$ cat config.mk
export PLATFORM = sky130hd
export DESIGN_NAME = i2c_write_only_master
export DESIGN_NICKNAME = d
export VERILOG_FILES = /design/src/i2cwm_pkg.sv /design/src/i2cwm_seq.sv /design/src/i2c_write_only_master.sv
export SDC_FILE = /design/constraint.sdc
export NUM_CORES = 1
export LEC_CHECK = 0
export BUFFER_PORTS_ARGS = -buffer_cell sky130_fd_sc_hd__buf_4
export CAP_MARGIN = 20
export CORE_MARGIN = 4
export CORE_UTILIZATION = 53
export CTS_CLUSTER_DIAMETER = 80
export DETAILED_ROUTE_END_ITERATION = 12
export PLACE_DENSITY = 0.85
export SYNTH_ARGS = -nofsm -noshare
export SYNTH_HDL_FRONTEND = slang
export SYNTH_SLANG_ARGS = --single-unit
export TNS_END_PERCENT = 20
$ cat constraint.sdc
create_clock -name clk -period 2.5 [get_ports clk]
set_input_delay 0.25 -clock clk [delete_from_list [all_inputs] [get_ports clk]]
set_output_delay 0.25 -clock clk [all_outputs]
set_load 0.05 [all_outputs]
$ cat src/i2cwm_pkg.sv
`timescale 1ns / 1ps
// Shared types and constants for the write-only I2C master.
// Used by the line sequencer, the top level and the bench; depends on nothing else.
package i2cwm_pkg;

	// Configuration register indexes (byte address is 4 * index).
	localparam int unsigned REG_IDX_W = 2;
	localparam logic [REG_IDX_W-1:0] REG_DEVICE_ADDRESS  = 2'd0;
	localparam logic [REG_IDX_W-1:0] REG_COMMAND_CONTROL = 2'd1;
	localparam logic [REG_IDX_W-1:0] REG_DATA_CONTROL    = 2'd2;
	localparam logic [REG_IDX_W-1:0] REG_HOLD_LENGTH     = 2'd3;

	// Register values after reset.
	localparam logic [7:0]  RST_DEVICE_ADDRESS  = 8'h78;
	localparam logic [7:0]  RST_COMMAND_CONTROL = 8'h00;
	localparam logic [7:0]  RST_DATA_CONTROL    = 8'h40;
	localparam logic [15:0] RST_HOLD_LENGTH     = 16'd16;

	// One input item.
	typedef struct packed {
		logic [7:0] payload;
		logic       mode;
		logic       first_byte;
		logic       last_byte;
	} item_t;

	// Framing bytes the sequencer needs from the register file.
	typedef struct packed {
		logic [7:0] device_address;
		logic [7:0] command_control;
		logic [7:0] data_control;
	} frame_cfg_t;

	// One line segment.
	typedef struct packed {
		logic clock_line;
		logic data_line;
		logic end_of_run;
	} seg_t;

endpackage

$ cat src/i2cwm_seq.sv
`timescale 1ns / 1ps
// Line sequencer: turns one item into start, byte and stop segments using a
// single shift register, and holds the resulting segment in an output register.
// Depends on i2cwm_pkg.
module i2cwm_seq (
	input  logic                  clk,
	input  logic                  arst_n,
	input  logic                  item_valid,
	output logic                  item_ready,
	input  i2cwm_pkg::item_t      item,
	input  i2cwm_pkg::frame_cfg_t cfg,
	output logic                  seg_valid,
	input  logic                  seg_ready,
	output i2cwm_pkg::seg_t       seg
);

	localparam logic [1:0] ST_IDLE  = 2'd0;
	localparam logic [1:0] ST_START = 2'd1;
	localparam logic [1:0] ST_BYTE  = 2'd2;
	localparam logic [1:0] ST_STOP  = 2'd3;

	localparam logic [1:0] BYTE_ADDR = 2'd0;
	localparam logic [1:0] BYTE_CTRL = 2'd1;
	localparam logic [1:0] BYTE_DATA = 2'd2;

	localparam logic [3:0] ACK_BIT = 4'd8;

	logic [1:0] state_q;
	logic [1:0] sub_q;
	logic [1:0] byte_sel_q;
	logic [3:0] bit_q;
	logic       half_q;
	logic [7:0] shift_q;
	logic [7:0] payload_q;
	logic       mode_q;
	logic       last_q;
	logic       open_q;

	logic            out_valid_q;
	i2cwm_pkg::seg_t out_seg_q;

	logic            accept;
	logic            advance;
	logic            gen_valid;
	i2cwm_pkg::seg_t gen_seg;

	assign item_ready = (state_q == ST_IDLE);
	assign accept     = item_valid && item_ready;
	assign advance    = !out_valid_q || seg_ready;
	assign gen_valid  = (state_q != ST_IDLE);

	// Segment for the current step.
	always_comb begin
		gen_seg = '0;
		case (state_q)
			ST_START: begin
				gen_seg.clock_line = 1'b1;
				gen_seg.data_line  = (sub_q == 2'd0);
			end
			ST_BYTE: begin
				gen_seg.clock_line = half_q;
				gen_seg.data_line  = (bit_q == ACK_BIT) ? 1'b1 : shift_q[7];
				gen_seg.end_of_run = half_q && (bit_q == ACK_BIT) &&
					(byte_sel_q == BYTE_DATA) && !last_q;
			end
			ST_STOP: begin
				gen_seg.clock_line = (sub_q != 2'd0);
				gen_seg.data_line  = (sub_q == 2'd2);
				gen_seg.end_of_run = (sub_q == 2'd2);
			end
			default: gen_seg = '0;
		endcase
	end

	always_ff @(posedge clk or negedge arst_n) begin
		if (!arst_n) begin
			state_q    <= ST_IDLE;
			sub_q      <= 2'd0;
			byte_sel_q <= BYTE_ADDR;
			bit_q      <= 4'd0;
			half_q     <= 1'b0;
			open_q     <= 1'b0;
		end else if (accept) begin
			sub_q  <= 2'd0;
			bit_q  <= 4'd0;
			half_q <= 1'b0;
			if (item.first_byte || !open_q) begin
				state_q <= ST_START;
			end else begin
				state_q    <= ST_BYTE;
				byte_sel_q <= BYTE_DATA;
			end
		end else if (gen_valid && advance) begin
			case (state_q)
				ST_START: begin
					if (sub_q == 2'd0) begin
						sub_q <= 2'd1;
					end else begin
						state_q    <= ST_BYTE;
						byte_sel_q <= BYTE_ADDR;
						open_q     <= 1'b1;
					end
				end
				ST_BYTE: begin
					if (!half_q) begin
						half_q <= 1'b1;
					end else begin
						half_q <= 1'b0;
						if (bit_q != ACK_BIT) begin
							bit_q <= bit_q + 4'd1;
						end else begin
							bit_q <= 4'd0;
							case (byte_sel_q)
								BYTE_ADDR: byte_sel_q <= BYTE_CTRL;
								BYTE_CTRL: byte_sel_q <= BYTE_DATA;
								default: begin
									sub_q   <= 2'd0;
									state_q <= last_q ? ST_STOP : ST_IDLE;
								end
							endcase
						end
					end
				end
				ST_STOP: begin
					if (sub_q == 2'd2) begin
						state_q <= ST_IDLE;
						open_q  <= 1'b0;
					end else begin
						sub_q <= sub_q + 2'd1;
					end
				end
				default: state_q <= ST_IDLE;
			endcase
		end
	end

	// Item fields and the shared shift register, which carries the address, control and payload bytes.
	always_ff @(posedge clk) begin
		if (accept) begin
			payload_q <= item.payload;
			mode_q    <= item.mode;
			last_q    <= item.last_byte;
			shift_q   <= item.payload;
		end else if (gen_valid && advance) begin
			if (state_q == ST_START && sub_q != 2'd0) begin
				shift_q <= cfg.device_address;
			end else if (state_q == ST_BYTE && half_q) begin
				if (bit_q != ACK_BIT) begin
					shift_q <= {shift_q[6:0], 1'b0};
				end else if (byte_sel_q == BYTE_ADDR) begin
					shift_q <= mode_q ? cfg.data_control : cfg.command_control;
				end else if (byte_sel_q == BYTE_CTRL) begin
					shift_q <= payload_q;
				end
			end
		end
	end

	always_ff @(posedge clk or negedge arst_n) begin
		if (!arst_n) begin
			out_valid_q <= 1'b0;
		end else if (advance) begin
			out_valid_q <= gen_valid;
		end
	end

	always_ff @(posedge clk) begin
		if (advance && gen_valid) begin
			out_seg_q <= gen_seg;
		end
	end

	assign seg_valid = out_valid_q;
	assign seg       = out_seg_q;

endmodule

$ cat src/i2c_write_only_master.sv
`timescale 1ns / 1ps
// An item's first segment passes the sequencer state register, then the output register.
// An item gives 18 to 59 segments, one per cycle while m_tready is high; the single line
// sequencer and its shift register mean no new item is taken while one is being worked through.
// s_tready stays low from acceptance until the item's final segment is in the output register.
// Reset (arst_n low) closes any transaction, empties the output register and restores registers.
// Top level: APB register file plus the line sequencer (i2cwm_seq); uses i2cwm_pkg.
module i2c_write_only_master (
	input  logic        clk,
	input  logic        arst_n,
	// Configuration port.
	input  logic        psel,
	input  logic        penable,
	input  logic        pwrite,
	input  logic [3:0]  paddr,
	input  logic [31:0] pwdata,
	output logic [31:0] prdata,
	output logic        pready,
	// Input items.
	input  logic        s_tvalid,
	output logic        s_tready,
	input  logic [7:0]  s_tdata,   // [7:0] payload
	input  logic [1:0]  s_tuser,   // [0] mode, [1] first_byte
	input  logic        s_tlast,   // last_byte
	// Result items, one per line segment.
	output logic        m_tvalid,
	input  logic        m_tready,
	output logic [7:0]  m_tdata,   // [0] clock_line, [1] data_line, [7:2] zero
	output logic        m_tlast    // end_of_run
);

	logic [7:0]  device_address_q;
	logic [7:0]  command_control_q;
	logic [7:0]  data_control_q;
	logic [15:0] hold_length_q;

	logic [i2cwm_pkg::REG_IDX_W-1:0] reg_idx;
	logic                            reg_wr;

	i2cwm_pkg::item_t      item;
	i2cwm_pkg::frame_cfg_t cfg;
	i2cwm_pkg::seg_t       seg;

	// The port never stalls; a write lands on the access cycle.
	assign pready  = 1'b1;
	assign reg_idx = paddr[3:2];
	assign reg_wr  = psel && penable && pwrite && pready;

	always_ff @(posedge clk or negedge arst_n) begin
		if (!arst_n) begin
			device_address_q  <= i2cwm_pkg::RST_DEVICE_ADDRESS;
			command_control_q <= i2cwm_pkg::RST_COMMAND_CONTROL;
			data_control_q    <= i2cwm_pkg::RST_DATA_CONTROL;
			hold_length_q     <= i2cwm_pkg::RST_HOLD_LENGTH;
		end else if (reg_wr) begin
			case (reg_idx)
				i2cwm_pkg::REG_DEVICE_ADDRESS:  device_address_q  <= pwdata[7:0];
				i2cwm_pkg::REG_COMMAND_CONTROL: command_control_q <= pwdata[7:0];
				i2cwm_pkg::REG_DATA_CONTROL:    data_control_q    <= pwdata[7:0];
				i2cwm_pkg::REG_HOLD_LENGTH:     hold_length_q     <= pwdata[15:0];
				default: ;
			endcase
		end
	end

	// Read back. The hold length is kept for software that paces the pins;
	// the segment stream itself does not depend on it.
	always_comb begin
		case (reg_idx)
			i2cwm_pkg::REG_DEVICE_ADDRESS:  prdata = {24'd0, device_address_q};
			i2cwm_pkg::REG_COMMAND_CONTROL: prdata = {24'd0, command_control_q};
			i2cwm_pkg::REG_DATA_CONTROL:    prdata = {24'd0, data_control_q};
			i2cwm_pkg::REG_HOLD_LENGTH:     prdata = {16'd0, hold_length_q};
			default:                        prdata = 32'd0;
		endcase
	end

	assign item.payload    = s_tdata;
	assign item.mode       = s_tuser[0];
	assign item.first_byte = s_tuser[1];
	assign item.last_byte  = s_tlast;

	assign cfg.device_address  = device_address_q;
	assign cfg.command_control = command_control_q;
	assign cfg.data_control    = data_control_q;

	// The sequencer walks start, address, control, payload and stop phases
	// through one shift register, one segment per cycle while m_tready is high.
	i2cwm_seq u_seq (
		.clk        (clk),
		.arst_n     (arst_n),
		.item_valid (s_tvalid),
		.item_ready (s_tready),
		.item       (item),
		.cfg        (cfg),
		.seg_valid  (m_tvalid),
		.seg_ready  (m_tready),
		.seg        (seg)
	);

	assign m_tdata = {6'd0, seg.data_line, seg.clock_line};
	assign m_tlast = seg.end_of_run;

endmodule

# Word-level counts from Yosys, hierarchy flattened
# Index checks and enable logic that the tools add are counted.
[totals]
reg_bits = 74
input_bits = 54
word_cells = 133
[classes]
addsub = 2
n_eq_ne = 22
n_mux = 50
n_bitwise = 1
n_reduce_logical = 40
[ops]
columns = ["op", "count"]
rows = [
  ["case mux 32 bit (4 select lines)", 1],
  ["two-way mux 8 bit", 8],
  ["two-way mux 2 bit", 22],
  ["two-way mux 4 bit", 5],
  ["case mux 2 bit (3 select lines)", 3],
  ["AND reduction 7 bit", 2],
  ["equality test 2 bit, second input constant", 6],
  ["!= test 3 x 2 -> 1 bit, second input constant", 4],
  ["nonzero test 2 bit", 6],
  ["AND reduction 2 bit", 5],
  ["logical AND 1 bit", 9],
  ["!= test 3 x 1 -> 1 bit, second input constant", 3],
  ["zero test 2 bit", 4],
  ["case mux 2 bit (2 select lines)", 2],
  ["two-way mux 1 bit", 7],
  ["equality test 2 x 1 -> 1 bit, second input constant", 3],
  ["AND reduction 3 bit", 2],
  ["AND reduction 6 bit", 1],
  ["nonzero test 3 bit", 2],
  ["AND reduction 5 bit", 1],
  ["nonzero test 5 bit", 1],
  ["adder 4 x 1 -> 4 bit, second input constant", 1],
  ["equality test 4 bit, second input constant", 1],
  ["!= test 2 bit, second input constant", 2],
  ["10 further kinds", 14],
]

# Longest topological paths before layout
# Gate-level depths: netlist (run 1).
[logic_depth]
depth_word = 8
depth_mapped = 8

# By module
# A second synthesis (run 1) with hierarchy kept.
[hier_totals]
cells_unflattened = 318
area_unflattened_um2 = 3977.6
[modules_own_cells]
columns = ["mod", "n_inst", "cells_each", "area_per_inst_um2"]
rows = [
  ["i2c_write_only_master", 1, 133, 2010.7],
  ["i2cwm_seq", 1, 185, 1966.9],
]

# Worst setup path after synthesis (run 1)
# No wires, ideal clock.
[synth_timing]
kind = "reg2reg"
startpoint = "reg u_seq.state_q[0]"
endpoint = "reg u_seq.shift_q[0], enable pin"
setup_ns = 0.384
arrival_time_ns = 2.111
required_time_ns = 2.116
slack_ns = 0.005
stages_incl_launch_ff = 6
synth_period_minus_slack_ns = 2.495
path_cell_list = "dfrtp_1 > inv_1 > ha_1 > buf_4 > or2_2 > o21ai_0"
[synth_via]
elab_chain_cells = 4
word_cells_on_any_way = 12
[synth_lines]
columns = ["item", "line", "source"]
rows = [
  ["start: declaration", "i2cwm_seq.sv:28", "logic [1:0] state_q;"],
  ["start signal: assignment", "i2cwm_seq.sv:118", "state_q <= last_q ? ST_STOP : ST_IDLE;"],
  ["zero test 2 bit (*)", "i2cwm_seq.sv:47", "assign item_ready = (state_q == ST_IDLE);"],
  ["via s_tready", "i2c_write_only_master.sv:21", "output logic s_tready,"],
  ["logical AND 1 bit (*)", "i2cwm_seq.sv:48", "assign accept = item_valid && item_ready;"],
  ["nonzero test 5 bit (no line) (tied with other cells)", "--", ""],
  ["AND reduction 3 bit (no line) (*)", "--", ""],
  ["end signal: assignment", "i2cwm_seq.sv:143", "shift_q <= item.payload;"],
  ["end signal: assignment", "i2cwm_seq.sv:146", "shift_q <= cfg.device_address;"],
  ["end signal: assignment", "i2cwm_seq.sv:149", "shift_q <= {shift_q[6:0], 1'b0};"],
  ["end: declaration", "i2cwm_seq.sv:33", "logic [7:0] shift_q;"],
]
# The timed path passes the listed nets; every way through them passes the cells marked *.
# A chain may end at the register's enable or synchronous reset.

# Worst setup path in the final report (run 1)
[layout_timing]
startpoint = "reg u_seq.state_q[1]"
endpoint = "reg u_seq.shift_q[4] (data pin)"
[layout_via]
word_cells_on_any_way = 7
[layout_lines]
columns = ["item", "line", "source"]
rows = [
  ["zero test 2 bit", "i2cwm_seq.sv:47", ""],
  ["logical AND 1 bit", "i2cwm_seq.sv:48", ""],
  ["via u_seq.accept", "i2cwm_seq.sv:42", "logic accept;"],
  ["two-way mux 8 bit", "i2cwm_seq.sv:139", "if (accept) begin"],
]
# The timed path passes the listed nets, and every way through them passes these cells. The select of a mux whose other input is x is not followed.

==> results of run 1 <==
layer usage:
metal | track usage | part of all wire | up-vias
met5 | 0 | 0 | -
met4 | 0.0637 | 0.016 | 0
met3 | 0.0582 | 0.074 | 15
met2 | 0.318 | 0.49 | 101
met1 | 0.253 | 0.41 | 1363
li1 | - | - | 1258
how the worst max path moves through the flow:
stage,from,to,slack [ps]
2_1_floorplan,u_seq.state_q[0],u_seq.shift_q[0],5
3_3_place_gp,u_seq.state_q[0],u_seq.shift_q[4],450
3_5_place_dp,u_seq.state_q[1],u_seq.shift_q[4],380
4_1_cts,u_seq.state_q[1],u_seq.shift_q[4],370
5_1_grt,u_seq.state_q[1],u_seq.shift_q[4],200
6_report,u_seq.state_q[1],u_seq.shift_q[4],390
registers in the layout, summed over array words and instances, names as in the netlist:
name	flops
u_seq.seg	3
u_seq.last_q	1
u_seq.bit_q	4
u_seq.state_q	2
u_seq.half_q	1
command_control_q	8
u_seq.payload_q	8
u_seq.byte_sel_q	2
device_address_q	8
hold_length_q	16
u_seq.sub_q	2
u_seq.shift_q	8
u_seq.open_q	1
u_seq.mode_q	1
data_control_q	8
u_seq.seg_valid	1
critical path, stage by stage (launching register included):
cell and delay [ps]:
dfrtp_1 450, inv_1 110, ha_1 240, nand2_4 230
inv_2 180, nor2_1 460, a21oi_1 170
power breakdown:
part           leakage [nW]  total, mW  switching [mW]  internal, mW
Clock                 0.103      0.895           0.467         0.429
Combinational          1.04       1.84            1.13         0.707
Sequential            0.845       1.82           0.195          1.63
Total                  1.99       4.56            1.79          2.76
final cells by class:
cell class | instances | area, sq um | area share
clock buffer | 10 | 149 | 0.0321
clock inverter | 6 | 43.8 | 0.00944
inverter | 12 | 45.0 | 0.00971
multi-input combinational | 217 | 1830 | 0.394
sequential | 74 | 1960 | 0.424
tap | 99 | 124 | 0.0267
timing repair buffer | 64 | 483 | 0.104
repair_timing:
| action | in CTS | in global routing |
|---|---|---|
| resized for setup | 0 | 0 |
| hold buffers | 1 | 0 |
| hold endpoints to repair | 47 | 0 |
| setup buffers | 0 | 0 |
| endpoints found under the setup margin | 0 | 0 |
kinds of logic (layout without fill, tap and decap cells):
family          Yosys count  after routing  synth area share
mux                      61             61             0.191
buf+inv                  51             92            0.0742
other cells               2             23           0.00187
flops                    74             74             0.490
xor+xnor                  1              1           0.00218
fa+ha+maj                 9              9            0.0281
simple gates             53             53            0.0898
compound gates           70             70             0.123
Yosys cell counts, types with 3 or more instances:
cell type | instances | share of area
buf_4 | 27 | 0.051
ha_1 | 9 | 0.028
nand2_1 | 11 | 0.010
mux2_2 | 38 | 0.11
mux2i_1 | 12 | 0.030
a21oi_1 | 9 | 0.011
clkbuf_1 | 8 | 0.0075
a31oi_1 | 3 | 0.0047
and3_1 | 10 | 0.016
edfxtp_1 | 21 | 0.16
buf_2 | 3 | 0.0037
o21ai_0 | 24 | 0.030
o22ai_1 | 7 | 0.011
nor2_1 | 9 | 0.0084
dfrtp_1 | 47 | 0.29
mux4_2 | 8 | 0.045
o211ai_1 | 12 | 0.022
inv_1 | 10 | 0.0094
dfstp_2 | 6 | 0.039
==> summary.md, run 1 <==
| Metric | Value |
|---|---|
| Status | finished, final reports clean |
| First-pass GRT wire length | 13400 um |
| Vias in the first global route | 2679 |
| Post-synth top flop | dfrtp_1 |
| Synth warnings | 0 |
| Total CTS buffers | 9 |
| WP data required | 2570 ps |
| I/O pin total | 98 |
| Seq/Total Area, Yosys | 0.490 |
| Fin worst setup slack | 386 ps |
| Total Wirelength | 8280 um |
| Hold wc startpoint | s_tuser[0] |
| Initial Util | 0.550 |
| Die area | 9020 sq um |
| Non-filler cells in the finished layout | 482 |
| NumNets Final | 441 |
| Area Overhead vs Synth | 15.6% |
| Gr ovfl total | 0 |
| Slew margin rel. | 0.534 |
| Final Slew Violations | 0 |
| Worst R2R Start | u_seq.state_q[1] |
| Cell area after synthesis | 4010 sq um |
| Tcrit/Tclk final | 0.846 |
| Hold Crit Depth | 1 |
| Clk sinks | 74 |
| Worst reg2reg path depth | 6 |
| DRT iter0 DRCs | 176 |
| Synth Area per Inst | 12.5 sq um |
| CP Data Arrival Time | 2190 ps |
| Final Skew | 12.2 ps |
| Clock transition at path regs | 80 ps |
| Drt wl/cell | 17.2 um |
| Routed vias | 2737 |
| WS Path Type | flop to flop |
| Post-DP HPWL | 5930 um |
| Dpl ws | 377 ps |
| Placeable Area | 7290 sq um |
| Initial antenna violation count | 0 |
| N_diodes | 0 |
| Die Y | 95.0 um |
| Leakage | 1.99 nW |
| Most common cell after layout, fill and taps aside | buf_4 |
| Post-synthesis instance total | 321 |
| Inst Count DP | 465 |
| Fin. Hold Viols | 0 |
| Die width | 95.0 um |
| Buffers on Ports | 56 |
| Total negative slack | 0 ps |
| Commonest non-fill, non-tap cells in the layout | 63 x buf_4, 47 x dfrtp_1, 38 x mux2_2 |
| Clock latency at the later pin of the worst-skew pair | 350 ps |
| CTS tree | built |
| Setup crit end kind | flop |
| CP Max Fanout | 18 |
| PD cells | 983 nW/um^2 |
| Tmin final | 2110 ps |
| Via density | 5.68 |
| Distinct cells, synth | 58 |
| Fmax | 473 MHz |
| Core Rows | 31 |
| CP Launch Type | flop |
| Maximum VDD drop | 0.000610 V |
| First-pass DRT Iterations | 4 |
| Clock buffer depth | 2 |
| Post-synth EDFFs | 21 |
| Setup-failing EPs final | 0 |
| Post-Route Utilization | 0.636 |
| Max cap viols | 0 |
| Worst-margin pin slew | 698 ps |
| Largest net degree at the start of global routing | 54 |
| Unrepaired setup endpoints after global routing | false |
| Fill count | 598 |
| Layout cells sized above 1 | 0.392 |
| FF-to-FF setup slack | 390 ps |
| GP Congestion | 0.943 |
| Gr usage total | 0.196 |
| Hold WC Path Type | input port to flop |
| Final ANT Viol Nets | 0 |
| Async SR Flop Fraction | 0.716 |
| Worst Hold End | u_seq.mode_q |
| Total power draw | 4.56 mW |
| Placed cell areas | 4430 sq um |
| FF-to-FF End | u_seq.shift_q[4] |
| Yosys reg bits | 74 |
| H-tree levels | 3 |
| Final instance area | 4640 sq um |
| Final Hold Slack | 72.7 ps |
| # DRC | 0 |
| Clk root buf | clkbuf_8 |
Power figures use the tool's default switching activity.
==> run 2: changes to the inputs <==
--- a/config.mk
+++ b/config.mk
@@ -8,10 +8,10 @@
 export BUFFER_PORTS_ARGS = -buffer_cell sky130_fd_sc_hd__buf_4
 export CAP_MARGIN = 20
 export CORE_MARGIN = 4
-export CORE_UTILIZATION = 53
+export CORE_UTILIZATION = 49
 export CTS_CLUSTER_DIAMETER = 80
 export DETAILED_ROUTE_END_ITERATION = 12
-export PLACE_DENSITY = 0.85
+export PLACE_DENSITY = 0.83
 export SYNTH_ARGS = -nofsm -noshare
 export SYNTH_HDL_FRONTEND = slang
 export SYNTH_SLANG_ARGS = --single-unit
==> constraint.sdc (replaced) <==
create_clock -name clk -period 1.9 [get_ports clk]
set_input_delay 0.19 -clock clk [delete_from_list [all_inputs] [get_ports clk]]
set_output_delay 0.19 -clock clk [all_outputs]
set_load 0.05 [all_outputs]
==> summary.md, run 2 (same netlist as run 1, synthesis figures left out) <==
| Metric | Value |
|---|---|
| Largest net degree at the start of global routing | 54 |
| Setup crit end kind | flop |
| Layout cells sized above 1 | 0.414 |
| Fin worst setup slack | 90.2 ps |
| Max reg flops | 16 |
| H-tree levels | 3 |
| Drt wl/cell | 17.1 um |
| WS Path Type | flop to flop |
| Total CTS buffers | 9 |
| Hold WC Path Type | input port to flop |
| Hold wc startpoint | s_tlast |
| Total power draw | 6.06 mW |
| Post-CTS Setup Repair Bufs | 0 |
| First-pass DRT Iterations | 4 |
| Hold Crit Depth | 1 |
| PD cells | 1280 nW/um^2 |
| Setup-failing EPs final | 0 |
| NumNets Final | 454 |
| Post-DP HPWL | 6390 um |
| CP Launch Type | flop |
| FF-to-FF setup slack | 90 ps |
| DRT iter0 DRCs | 133 |
| Power share of the clock group | 0.176 |
| Clock buffer depth | 2 |
| Dpl ws | 9.67 ps |
| Gr ovfl total | 0 |
| Clock latency at the later pin of the worst-skew pair | 340 ps |
| Maximum VDD drop | 0.000673 V |
| Int Pwr | 3.72 mW |
| Leakage | 2.04 nW |
| Placeable Area | 7850 sq um |
| Final ANT Viol Nets | 0 |
| Status | finished, final reports clean |
| I/O pin total | 98 |
| Final Hold Slack | 24.7 ps |
| Worst-margin pin slew | 678 ps |
| Final Skew | 11.6 ps |
| FF-to-FF End | u_seq.state_q[0] |
| Critical path origin | u_seq.state_q[0] |
| CP Data Arrival Time | 2040 ps |
| Clk root buf | clkbuf_8 |
| Psw | 2.35 mW |
| First-pass GRT wire length | 13800 um |
| Worst Hold End | u_seq.last_q |
| WP data required | 2130 ps |
| Worst R2R Start | u_seq.state_q[0] |
| Clk sinks | 74 |
| Total Wirelength | 8510 um |
| CP Max Fanout | 9 |
| Buffers on Ports | 56 |
| Largest reg by FF count | hold_length_q |
| Most common cell after layout, fill and taps aside | buf_4 |
| Unrepaired setup endpoints after global routing | false |
| Final Slew Violations | 0 |
| Core Rows | 32 |
| Max cap viols | 0 |
| Fmax | 553 MHz |
| Fill count | 626 |
| Gr usage total | 0.177 |
| Routed vias | 2763 |
| Initial antenna violation count | 0 |
| Tmin final | 1810 ps |
| Clock transition at path regs | 80 ps |
| Slew margin rel. | 0.548 |
| Area Overhead vs Synth | 18.6% |
| Combinational power share | 0.430 |
| N_diodes | 0 |
| Fin. Hold Viols | 0 |
| # DRC | 0 |
| GP Congestion | 0.887 |
| Die Y | 98.5 um |
| Reg power frac | 0.394 |
| CTS tree | built |
| Sw Share | 0.387 |
| Die width | 98.5 um |
| Via density | 5.55 |
| Tcrit/Tclk final | 0.953 |
| Vias in the first global route | 2796 |
| Commonest non-fill, non-tap cells in the layout | 75 x buf_4, 47 x dfrtp_1, 38 x mux2_2 |
| Worst reg2reg path depth | 6 |
| Initial Util | 0.511 |
| Die area | 9700 sq um |
## run 2: changes by cell type in the layout (fill, tap and decap cells not counted), sizes merged
| cell | change |
|---|---|
| buf | +13 |
| clkbuf | +4 |
| inv | -4 |
## run 2: per-layer routing
| metal | part of all wire | track usage | vias to the layer above |
|---|---|---|---|
| li1 | - | - | 1288 |
| met1 | 0.43 | 0.231 | 1395 |
| met2 | 0.51 | 0.308 | 73 |
| met3 | 0.048 | 0.0396 | 7 |
| met4 | 0.0052 | 0.0315 | 0 |
| met5 | 0 | 0 | - |
## run 2: worst max-delay path, cell delays in order (launching register included)
cell,delay (ps)
dfrtp_1,430
inv_1,160
ha_4,260
nand2_4,140
a32oi_4,280
o21ai_2,120
mux2_4,300
## run 2: cell type report
type                       count  area (sq um)  area share
tap                          102           128      0.0268
timing repair buffer          77           593       0.125
multi-input combinational    217          1860       0.391
clock buffer                  14           153      0.0321
clock inverter                 2          13.8     0.00289
sequential                    74          1960       0.413
inverter                      12          45.0     0.00947
## run 2: worst max-delay path by stage
stage               depth (start not counted)                   to
floorplan                                   7     u_seq.state_q[0]
global route                                7  u_seq.byte_sel_q[0]
global placement                            6     u_seq.shift_q[5]
CTS                                         4     u_seq.shift_q[6]
detailed placement                          6     u_seq.shift_q[1]
finish                                      6     u_seq.state_q[0]
## run 2: through the flow
| stage | TNS (ps) | instance area [sq um] | util | std cells |
|---|---|---|---|---|
| detailed placement | 0 | 4570 | 0.583 | 481 |
| floorplan | -12.6 | 4110 | - | 342 |
| global placement | 0 | 4570 | 0.583 | 481 |
| global route | 0 | 4760 | 0.606 | 498 |
| finish | 0 | 4760 | 0.606 | 498 |
| CTS | 0 | 4750 | 0.605 | 498 |
## run 2: power groups by stage
stage | clock [mW] | combinational (mW) | sequential (mW)
3_3_place_gp | 0 | 2.55 | 2.38
4_1_cts | 1.10 | 2.62 | 2.39
3_5_place_dp | 0 | 2.60 | 2.42
2_1_floorplan | 0 | 1.78 | 2.47
5_1_grt | 1.17 | 2.82 | 2.44
6_report | 1.07 | 2.61 | 2.39
## run 2: timing repair
| item | 4_1_cts | 5_1_grt |
|---|---|---|
| endpoints found under the setup margin | 1 | 18 |
| resized for setup | 1 | 2 |
| hold buffers | 1 | 0 |
| pin swaps | 0 | 2 |
| hold endpoints to repair | 47 | 0 |
